**src/rtl/sstf_pkg.sv**
```systemverilog
`default_nettype none

package sstf_pkg;

    localparam int SECTOR_W         = 16;
    localparam int HEAD_START_RESET = 2500;

    typedef struct packed {
        logic busy;
        logic done;
    } t_div_stat;

endpackage

`default_nettype wire

```
**src/rtl/sstf_div.sv**
```systemverilog
`default_nettype none

// Restoring divider, one quotient bit per cycle.
module sstf_div import sstf_pkg::*; #(
    parameter int NUM_W = 28,
    parameter int DEN_W = 11
) (
    input  wire logic             i_clk,
    input  wire logic             i_rst_n,
    input  wire logic             i_start,
    input  wire logic [NUM_W-1:0] i_num,
    input  wire logic [DEN_W-1:0] i_den,
    output logic      [NUM_W-1:0] o_quot,
    output t_div_stat             o_stat
);

    localparam int ITER_W = $clog2(NUM_W + 1);

    logic              r_busy, n_busy;
    logic              r_done, n_done;
    logic [ITER_W-1:0] r_iter, n_iter;
    logic [NUM_W-1:0]  r_num,  n_num;
    logic [DEN_W-1:0]  r_rem,  n_rem;
    logic [DEN_W-1:0]  r_den,  n_den;

    logic [DEN_W:0]    rem_sh;
    logic [DEN_W:0]    diff;

    always_comb begin
        rem_sh = {r_rem, r_num[NUM_W-1]};
        diff   = rem_sh - {1'b0, r_den};
        n_busy = r_busy;
        n_done = 1'b0;
        n_iter = r_iter;
        n_num  = r_num;
        n_rem  = r_rem;
        n_den  = r_den;
        if (r_busy) begin
            if (rem_sh >= {1'b0, r_den}) begin
                n_rem = diff[DEN_W-1:0];
                n_num = {r_num[NUM_W-2:0], 1'b1};
            end else begin
                n_rem = rem_sh[DEN_W-1:0];
                n_num = {r_num[NUM_W-2:0], 1'b0};
            end
            n_iter = r_iter - ITER_W'(1);
            if (r_iter == ITER_W'(1)) begin
                n_busy = 1'b0;
                n_done = 1'b1;
            end
        end else if (i_start) begin
            n_busy = 1'b1;
            n_iter = ITER_W'(NUM_W);
            n_num  = i_num;
            n_rem  = '0;
            n_den  = i_den;
        end
    end

    always_ff @(posedge i_clk) begin
        if (!i_rst_n) begin
            r_busy <= 1'b0;
            r_done <= 1'b0;
        end else begin
            r_busy <= n_busy;
            r_done <= n_done;
        end
    end

    always_ff @(posedge i_clk) begin
        r_iter <= n_iter;
        r_num  <= n_num;
        r_rem  <= n_rem;
        r_den  <= n_den;
    end

    assign o_quot      = r_num;
    assign o_stat.busy = r_busy;
    assign o_stat.done = r_done;

endmodule

`default_nettype wire

```
**config.mk**
```make
export PLATFORM = sky130hd
export DESIGN_NAME = sstf_div
export DESIGN_NICKNAME = d
export VERILOG_FILES = /design/src/rtl/sstf_pkg.sv /design/src/rtl/sstf_div.sv
export SDC_FILE = /design/constraint.sdc
export NUM_CORES = 1
export LEC_CHECK = 0
export BUFFER_PORTS_ARGS = -buffer_cell sky130_fd_sc_hd__clkbuf_2
export CAP_MARGIN = 15
export CORE_ASPECT_RATIO = 0.7
export CORE_MARGIN = 1.5
export CORE_UTILIZATION = 35
export DETAILED_ROUTE_END_ITERATION = 10
export GPL_TIMING_DRIVEN = 0
export HOLD_SLACK_MARGIN = 0.06
export SLEW_MARGIN = 20
export SYNTH_ARGS = -nofsm -noshare
export SYNTH_HDL_FRONTEND = slang
export SYNTH_SLANG_ARGS = --single-unit
export TNS_END_PERCENT = 10
```
**constraint.sdc**
```tcl
create_clock -name i_clk -period 6.1 [get_ports i_clk]
set_input_delay 0.61 -clock i_clk [delete_from_list [all_inputs] [get_ports i_clk]]
set_output_delay 0.61 -clock i_clk [all_outputs]
set_load 0.05 [all_outputs]
```
======== Word-level counts from Yosys, hierarchy flattened ========
Index checks and enable logic that the tools add are counted.
cells by class
  $add $sub $neg .......................... 2
  magnitude comparators ................... 1
  equality and inequality tests ........... 1
  mux-type cells .......................... 12
  bitwise operators ....................... 1
  reductions and logical operators ........ 3
operators with widths
  cell                                                  number
  two-way mux 28 bit                                    2
  two-way mux 11 bit                                    3
  >= comparator 12 x 11 -> 1 bit                        1
  subtractor 11 bit                                     1
  two-way mux 5 bit                                     2
  equality test 5 x 1 -> 1 bit (second input constant)  1
  two-way mux 1 bit                                     5
  subtractor 5 x 1 -> 5 bit (second input constant)     1
  AND reduction 2 bit                                   2
  nonzero test 2 bit                                    1
  inverter 1 bit                                        1
storage, ports and cells
  bits in registers ....................... 57
  input port bits ......................... 42

======== Depth between registers and ports, before layout ========
Gate-level depths: netlist of the first run.
  word-level depth ........................ 3
  mapped depth ............................ 10
  mapped depth without buffers ............ 9

======== Worst setup path before layout of the first run ========
OpenSTA, ideal clock, no wires.
  path type ............................... register -> register
  from .................................... register r_num[27] (netlist: o_quot[27])
  to ...................................... register r_rem[3] (data pin)
  library setup time ...................... 0.144 ns
  arrival ................................. 2.649 ns
  slack ................................... 3.307 ns
  stages on the path, launching flop included .. 11
  clock period less this slack ............ 2.793 ns
  cells stage by stage .................... edfxtp_1 -> inv_1 -> ha_1 -> fa_1 -> nand2b_1 -> a21oi_2 -> o21ai_1 -> a211o_4 -> buf_6 -> a211o_1 -> a21oi_2
on the way
  longest elaborated chain between the ends .. 3
  elaborated cells between the ends (all ways) .. 4
  classes of those cells .................. add/sub: 1; order compare: 1; mux: 2
ends and longest elaborated chain
  element                                                                     line                            source
  start, declared                                                             sstf_div.sv:22                  logic [NUM_W-1:0] r_num, n_num;
  start signal, assigned                                                      sstf_div.sv:72                  r_num <= n_num;
  subtractor 11 bit / >= comparator 12 x 11 -> 1 bit (equally long branches)  sstf_div.sv:31, sstf_div.sv:39
  two-way mux 11 bit (*)                                                      sstf_div.sv:39                  if (rem_sh >= {1'b0, r_den}) begin
  two-way mux 11 bit (*)                                                      sstf_div.sv:38                  if (r_busy) begin
  end signal, assigned                                                        sstf_div.sv:73                  r_rem <= n_rem;
  end, declared                                                               sstf_div.sv:23                  logic [DEN_W-1:0] r_rem, n_rem;
Every way passes the cells marked *; elsewhere a longest branch is shown, timed or not.
A chain may end at the register's enable or synchronous reset.

======== Worst setup path after layout of the first run ========
Same ends and word-level chain as after synthesis.

==> reports/metrics.csv, run 1 <==
stage,metric,value,unit
status,status,"complete, no violations",
worst_hold_path,hold crit path type,input pin to flip-flop,
setup_path,most frequent CP cell,a21oi_2,
power_and_ir_drop,peak supply drop,0.114,mV
synthesis,post-synth top area cell,edfxtp_1,
global_route,Tot GR Track Use,13.9,%
sta,final number of hold-violating endpoints,0,
synthesis,Post-Synthesis Cells,212,
sta,Final Max Slew Viols,0,
cts,CTS Buf Count,9,
final_layout,number of antenna diodes,0,
synthesis,Syn Nets,268,
detailed_routing,WL final,5760,µm
sta,endpoints failing setup,0,
floorplanning,core box area,7910,µm²
cts,CTS H-tree depth,3,
worst_hold_path,Worst Hold Depth,1,
final_layout,"Cell Count, Final, Fillers Out",400,
global_route,gr ovfl total,0,
cts,Sink Count,57,
synthesis,synth top area cells,"edfxtp_1 (58%), mux2_2 (11%), ha_1 (5.7%)",
final_layout,Area Overhead vs Synth,26.5,%
sta,Achievable Freq,373,MHz
synthesis,synthesized area,2870,µm²
floorplanning,Initial Utilization,36.3,%
global_route,largest net degree at the start of global routing,46,
setup_path,R2R Setup Slk,3.42,ns
floorplanning,Die Y,78.8,µm
cts,later-pin clock latency in the skew report,0.33,ns
floorplanning,Site Rows,27,
place,hpwl dp,4140,µm
detailed_routing,Pre-Repair DR Iteration Count,4,
global_route,first-pass GRT wire length,9400,µm
final_layout,Fill cells,745,
sta,Final period util,44.0,%
setup_path,"slowest stage cell, crit path",fa_1,
detailed_routing,routed len/inst,14.4,µm
final_layout,most frequent cells in the layout,"clkbuf_2 (71), edfxtp_1 (55), mux2_2 (27)",
sta,RSZ-0062 raised after global routing,false,
setup_path,Worst setup SP type,flip-flop,
setup_path,crit path max fanout,10,
final_layout,"most common cell after layout, fill and taps aside",clkbuf_2,
detailed_routing,DR vias,1896,
flow_run,max cap viols,0,
setup_path,CP required,6.27,ns
detailed_routing,Post-route DRC,0,
setup_path,Worst Path Buf+Inv,2,
global_route,number of global-route vias before repair,1867,
sta,fin crit period,2.68,ns
sta,Min Hold Slack,0.457,ns
final_layout,Final nets,350,
cts,TritonCTS clock tree,built,
final_layout,Multi-input gate area,1080,µm²
worst_hold_path,Worst Hold Launch,i_den[3],
cts,post-cts resize count,0,
sta,final setup skew,0.00856,ns
setup_path,WP data arrival,2.85,ns
worst_hold_path,WHS Endpoint,r_den[3],
synthesis,top cell type's share of synthesized area,57.6,%
cts,clk root buf,clkbuf_16,
setup_path,Critical Path End Type,flip-flop,
final_layout,Storage cell area,1690,µm²
final_layout,fraction of layout cells with a size suffix above 1,41.5,%
setup_path,CP cell instances,inv_1 > ha_1 > fa_1 > nand2b_1 > a21oi_2 > o21ai_1 > a211o_4 > buf_6 > a211o_1 > a21oi_2,
place,input/output buffers,71,
cts,Setup Buffers After CTS,0,
floorplanning,Die X,111,µm
cts,Post-CTS Hold Fix Bufs,0,
synthesis,Yosys warnings,0,
setup_path,FF-to-FF End,r_rem[3],
detailed_routing,Vias/cell,4.74,
cts,CTS max path bufs,2,
place,gpl congestion,0.809,
place,post-place setup slack,3.41,ns
power_and_ir_drop,Pleak,1.55,nW
setup_path,"slowest stage delay, CP",0.41,ns
sta,Slew headroom,52.7,%
floorplanning,die area,8760,µm²
sta,Worst Slack Setup Final,3.42,ns
place,post-placement cell count,384,
sta,worst-margin pin slew,0.691,ns
setup_path,CP Class,flip-flop to flip-flop,
detailed_routing,Antenna Nets Post-Route,0,
cts,Worst-path clk slew,0.05,ns
global_route,initial antenna violation count,0,
floorplanning,boundary pin count,72,
detailed_routing,initial detailed-routing violation count,68,
synthesis,Post-synth EDFFs,55,
synthesis,Main synth FF type,edfxtp_1,
final_layout,Final Util,45.9,%
synthesis,sequential share of the synthesized area,59.0,%
setup_path,depth of the most critical reg-to-reg path,10,
setup_path,reg2reg start,o_quot[27],
setup_path,"delay-heaviest family, CP",compound AO/OA/AOI/OAI gates,
power_and_ir_drop,pwr/cell area,348,nW/µm²
synthesis,number of synthesized register bits,57,
synthesis,number of library cell types mapped by synthesis,40,
synthesis,Async SR Flop Fraction,0,%
sta,Setup TNS Final,0,ns
synthesis,Avg Inst Size Synth,13.5,µm²
[worst register-to-register path: cells and delay by family (launching register included)]
kind,cells,cell delay [ns]
fa+ha+maj,2,0.63
buf+inv,2,0.22
simple gates,1,0.20
compound gates,5,1.14
flops,1,0.35
[worst max path at each step]
| stage | start | to | slack, ns | cells past startpoint |
|---|---|---|---|---|
| 3_3_place_gp | o_quot[27] | r_rem[3] | 3.44 | 10 |
| 3_5_place_dp | o_quot[27] | r_rem[3] | 3.41 | 10 |
| 4_1_cts | o_quot[27] | r_rem[3] | 3.40 | 10 |
| 5_1_grt | o_quot[27] | r_rem[3] | 3.30 | 10 |
| 2_1_floorplan | o_quot[27] | r_rem[3] | 3.31 | 10 |
| 6_report | o_quot[27] | r_rem[3] | 3.42 | 10 |
[where the power goes]
group          total (W)  switching [W]  internal (W)
registers       0.000501      0.0000201      0.000481
logic           0.000307       0.000189      0.000118
clock network   0.000456       0.000182      0.000273
[kinds of logic (layout without fill, tap and decap cells)]
| kind of cell | after synthesis | count (layout) | synth area share [%] |
|---|---|---|---|
| compound gates | 31 | 31 | 8.11 |
| fa+ha+maj | 14 | 14 | 6.37 |
| mux | 34 | 34 | 13.0 |
| flops | 57 | 57 | 59.0 |
| simple gates | 44 | 44 | 7.41 |
| xor+xnor | 8 | 8 | 2.44 |
| buf+inv | 24 | 111 | 3.66 |
[stage by stage]
stage	power [W]	area [µm²]
after CTS	0.00128	3620
after floorplan	0.000744	2870
after global placement	0.000811	3350
after global routing	0.00132	3630
after detailed placement	0.000817	3350
final	0.00126	3630
[flip-flops by register name (all words and copies together) (netlist names)]
name    flops
r_den      11
r_iter      5
r_busy      1
r_rem      11
o_quot     28
r_done      1
[layer usage]
layer,share of wire [%],vias to the layer above,GRT usage (%)
li1,-,942,-
met1,50,904,19.7
met2,45,46,20.4
met3,4.4,4,4.58
met4,0.63,0,3.80
met5,0,-,0
[cell usage after synthesis (all sizes together), types with 2 or more instances]
library cell  number
o31a               2
nand2b             4
xnor2              8
nor2              15
nor2b              2
a21boi             2
nor3               4
o211ai             2
nand2              7
a21oi              5
and2               3
inv               16
buf                6
o21a               4
o21ai              9
mux2              27
mux2i              7
ha                13
a211o              2
nand3              4
o31ai              2
or2                2
dfxtp              2
edfxtp            55
[final cells by class]
class,count,share of cell area (%)
Buffer,7,1.14
Clock buffer,9,6.21
Clock inverter,7,1.31
Inverter,17,1.76
Multi-Input combinational cell,131,29.7
Sequential cell,57,46.6
Tap cell,101,3.48
Timing Repair Buffer,71,9.79
Note: power is estimated with default switching activity, not from simulation.
==> run 2: changes to the inputs <==
--- a/config.mk
+++ b/config.mk
@@ -5,6 +5,7 @@
 export SDC_FILE = /design/constraint.sdc
 export NUM_CORES = 1
 export LEC_CHECK = 0
+export ABC_AREA = 1
 export BUFFER_PORTS_ARGS = -buffer_cell sky130_fd_sc_hd__clkbuf_2
 export CAP_MARGIN = 15
 export CORE_ASPECT_RATIO = 0.7
==> constraint.sdc (replaced) <==
create_clock -name i_clk -period 2.3 [get_ports i_clk]
set_input_delay 0.23 -clock i_clk [delete_from_list [all_inputs] [get_ports i_clk]]
set_output_delay 0.23 -clock i_clk [all_outputs]
set_load 0.05 [all_outputs]
==> run 2 against run 1 <==
Effect of this change:
- maximum frequency up 28%
- combinational power rose to 3.1 times the previous value
- flip-flop and latch count unchanged
- critical path depth unchanged
- non-clock buffer count up 11
- final area up 14%
- register-to-register slack worse by 3.2 ns
- worst setup slack worse by 3.2 ns
==> reports/metrics.csv, run 2 <==
stage,metric,value,unit
status,status,"complete, no violations",
sta,final number of hold-violating endpoints,0,
place,hpwl dp,5330,µm
setup_path,Worst Setup SP,r_rem[6],
setup_path,CP Class,flip-flop to flip-flop,
place,Post-DP Area,3750,µm²
synthesis,number of synthesized register bits,57,
detailed_routing,DR vias,2684,
final_layout,fraction of layout cells with a size suffix above 1,25.9,%
synthesis,Main synth FF type,edfxtp_1,
global_route,gr ovfl total,0,
floorplanning,Die X,118,µm
sta,endpoints failing setup,0,
cts,CTS H-tree depth,3,
global_route,initial antenna violation count,0,
detailed_routing,Pre-Repair DR Iteration Count,4,
final_layout,most frequent cells in the layout,"nand2_1 (148), clkbuf_2 (71), edfxtp_1 (55)",
sta,RSZ-0062 raised after global routing,false,
final_layout,Area Overhead vs Synth,28.1,%
detailed_routing,Antenna Nets Post-Route,0,
synthesis,synth top area cells,"edfxtp_1 (51%), nand2_1 (17%), inv_1 (6.3%)",
cts,Sink Count,57,
cts,CTS max path bufs,2,
final_layout,Final Util,45.8,%
setup_path,Critical Path End Type,flip-flop,
cts,later-pin clock latency in the skew report,0.33,ns
place,gpl congestion,0.886,
synthesis,Yosys warnings,0,
setup_path,CP cell instances,ha_1 > nand2_1 > nand2_1 > inv_1 > nand2_1 > a21oi_1 > buf_2 > nand4_1 > nand2_1 > nor2_2,
power_and_ir_drop,total power,0.00377,W
synthesis,synthesized area,3220,µm²
sta,Achievable Freq,478,MHz
synthesis,Post-synth top cells,"nand2_1 (149), edfxtp_1 (55), inv_1 (54)",
floorplanning,boundary pin count,72,
power_and_ir_drop,peak supply drop,0.356,mV
sta,fin crit period,2.09,ns
worst_hold_path,hold crit path type,input pin to flip-flop,
detailed_routing,WL final,7530,µm
sta,Worst Slack Setup Final,0.208,ns
floorplanning,Site Rows,29,
synthesis,number of library cell types mapped by synthesis,26,
cts,TritonCTS clock tree,built,
final_layout,Final nets,518,
synthesis,top cell type's share of synthesized area,51.4,%
sta,worst-margin pin slew,0.802,ns
floorplanning,core box area,9000,µm²
floorplanning,Initial Utilization,35.7,%
synthesis,Post-Synthesis Cells,376,
synthesis,Avg Inst Size Synth,8.55,µm²
final_layout,final instance area,4120,µm²
flow_run,max cap viols,0,
final_layout,number of antenna diodes,0,
global_route,first-pass GRT wire length,12600,µm
global_route,number of global-route vias before repair,2621,
setup_path,CP required,2.38,ns
setup_path,reg2reg start,r_rem[6],
final_layout,"most common cell after layout, fill and taps aside",nand2_1,
final_layout,Fill cells,918,
power_and_ir_drop,Pleak,2.05,nW
synthesis,most frequent cell after synthesis,nand2_1,
synthesis,sequential share of the synthesized area,52.6,%
final_layout,max FFs per register,28,
cts,Setup Buffers After CTS,0,
detailed_routing,initial detailed-routing violation count,143,
synthesis,Async SR Flop Fraction,0,%
global_route,Tot GR Track Use,16.7,%
worst_hold_path,Worst Hold Launch,i_den[4],
setup_path,"slowest stage delay, CP",0.41,ns
synthesis,Syn Nets,432,
setup_path,"slowest stage cell, crit path",edfxtp_1,
power_and_ir_drop,pwr/cell area,914,nW/µm²
setup_path,WP data arrival,2.17,ns
place,input/output buffers,71,
place,post-place setup slack,0.101,ns
sta,Final period util,91.0,%
floorplanning,Die Y,83.2,µm
setup_path,Worst setup SP type,flip-flop,
detailed_routing,Vias/cell,4.54,
sta,final setup skew,0.00562,ns
detailed_routing,routed len/inst,12.7,µm
synthesis,post-synth top area cell,edfxtp_1,
sta,Final Max Slew Viols,0,
setup_path,most frequent CP cell,nand2_1,
cts,clk root buf,clkbuf_16,
setup_path,crit path max fanout,10,
floorplanning,die area,9780,µm²
global_route,largest net degree at the start of global routing,31,
cts,Worst-path clk slew,0.05,ns
cts,CTS Buf Count,9,
detailed_routing,Post-route DRC,0,
sta,Slew headroom,46.5,%
synthesis,Post-synth EDFFs,55,
## run 2: cell types whose count changed after synthesis, moves of 5 or more
cell	before	now
xnor2_1	8	1
nor2_2	0	11
mux2_2	27	0
nand3_1	4	12
clkbuf_1	1	6
nand4_1	1	12
nor2_1	15	29
nand2_1	7	149
inv_1	16	54
mux2i_1	7	0
## run 2: kinds of logic (layout without fill, tap and decap cells)
kind of cell	after synthesis	count (layout)	synth area share (%)
flip-flops	57	57	52.6
buffers and inverters	69	160	9.18
XOR/XNOR	3	3	0.817
adder cells (fa/ha/maj)	14	14	5.68
AO/OA/AOI/OAI	10	10	1.67
AND/OR/NAND/NOR	223	223	30.0
## run 2: repair_timing
| item | in CTS | in global routing |
|---|---|---|
| hold buffers | 3 | 0 |
| resized for setup | 0 | 3 |
| endpoints found under the setup margin | 0 | 31 |
| hold endpoints to repair | 3 | 0 |
## run 2: critical path: cells and delay by family, from the launching register on
family	cells	cell delay, ns
fa+ha+maj	1	0.38
buf+inv	2	0.36
compound gates	1	0.18
simple gates	6	0.53
flops	1	0.41
## run 2: metal layers
layer | part of all wire, % | up-vias | global-route usage (%)
met4 | 0.56 | 0 | 6.21
li1 | - | 1366 | -
met3 | 7.0 | 4 | 7.21
met2 | 41 | 82 | 23.0
met1 | 51 | 1232 | 23.1
met5 | 0 | - | 0
## run 2: final timing paths
check                to  slack [ns]  cells past startpoint
min            r_den[4]        0.08                      1
max            r_rem[4]        0.21                     10
max reg2reg    r_rem[4]        0.21                     10
min reg2reg  o_quot[18]        0.55                      2
## run 2: power by group
group | internal [W] | switching [W] | leakage [nW]
Clock | 0.000956 | 0.000509 | 0.153
Sequential | 0.00128 | 0.0000572 | 0.567
Combinational | 0.000292 | 0.000673 | 1.33
Total | 0.00253 | 0.00124 | 2.05
## run 2: area by class of cell
cell class,count,area [µm²],share of cell area (%)
inverters,55,206,5.01
well taps,124,155,3.77
clock buffers,9,225,5.47
clock inverters,7,101,2.46
multi-input cells,250,1250,30.2
repair buffers,75,405,9.84
plain buffers,14,88.8,2.16
flip-flops and latches,57,1690,41.1
## run 2: through the flow
step / cells / TNS (ns) / hold slack, ns
6_report: 591 / 0 / 0.0785
5_1_grt: 591 / 0 / 0.0630
4_1_cts: 591 / 0 / 0.0629
3_5_place_dp: 572 / 0 / 0.409
3_3_place_gp: 571 / -35.28 / 0.410
2_1_floorplan: 376 / -0.856 / 0.329
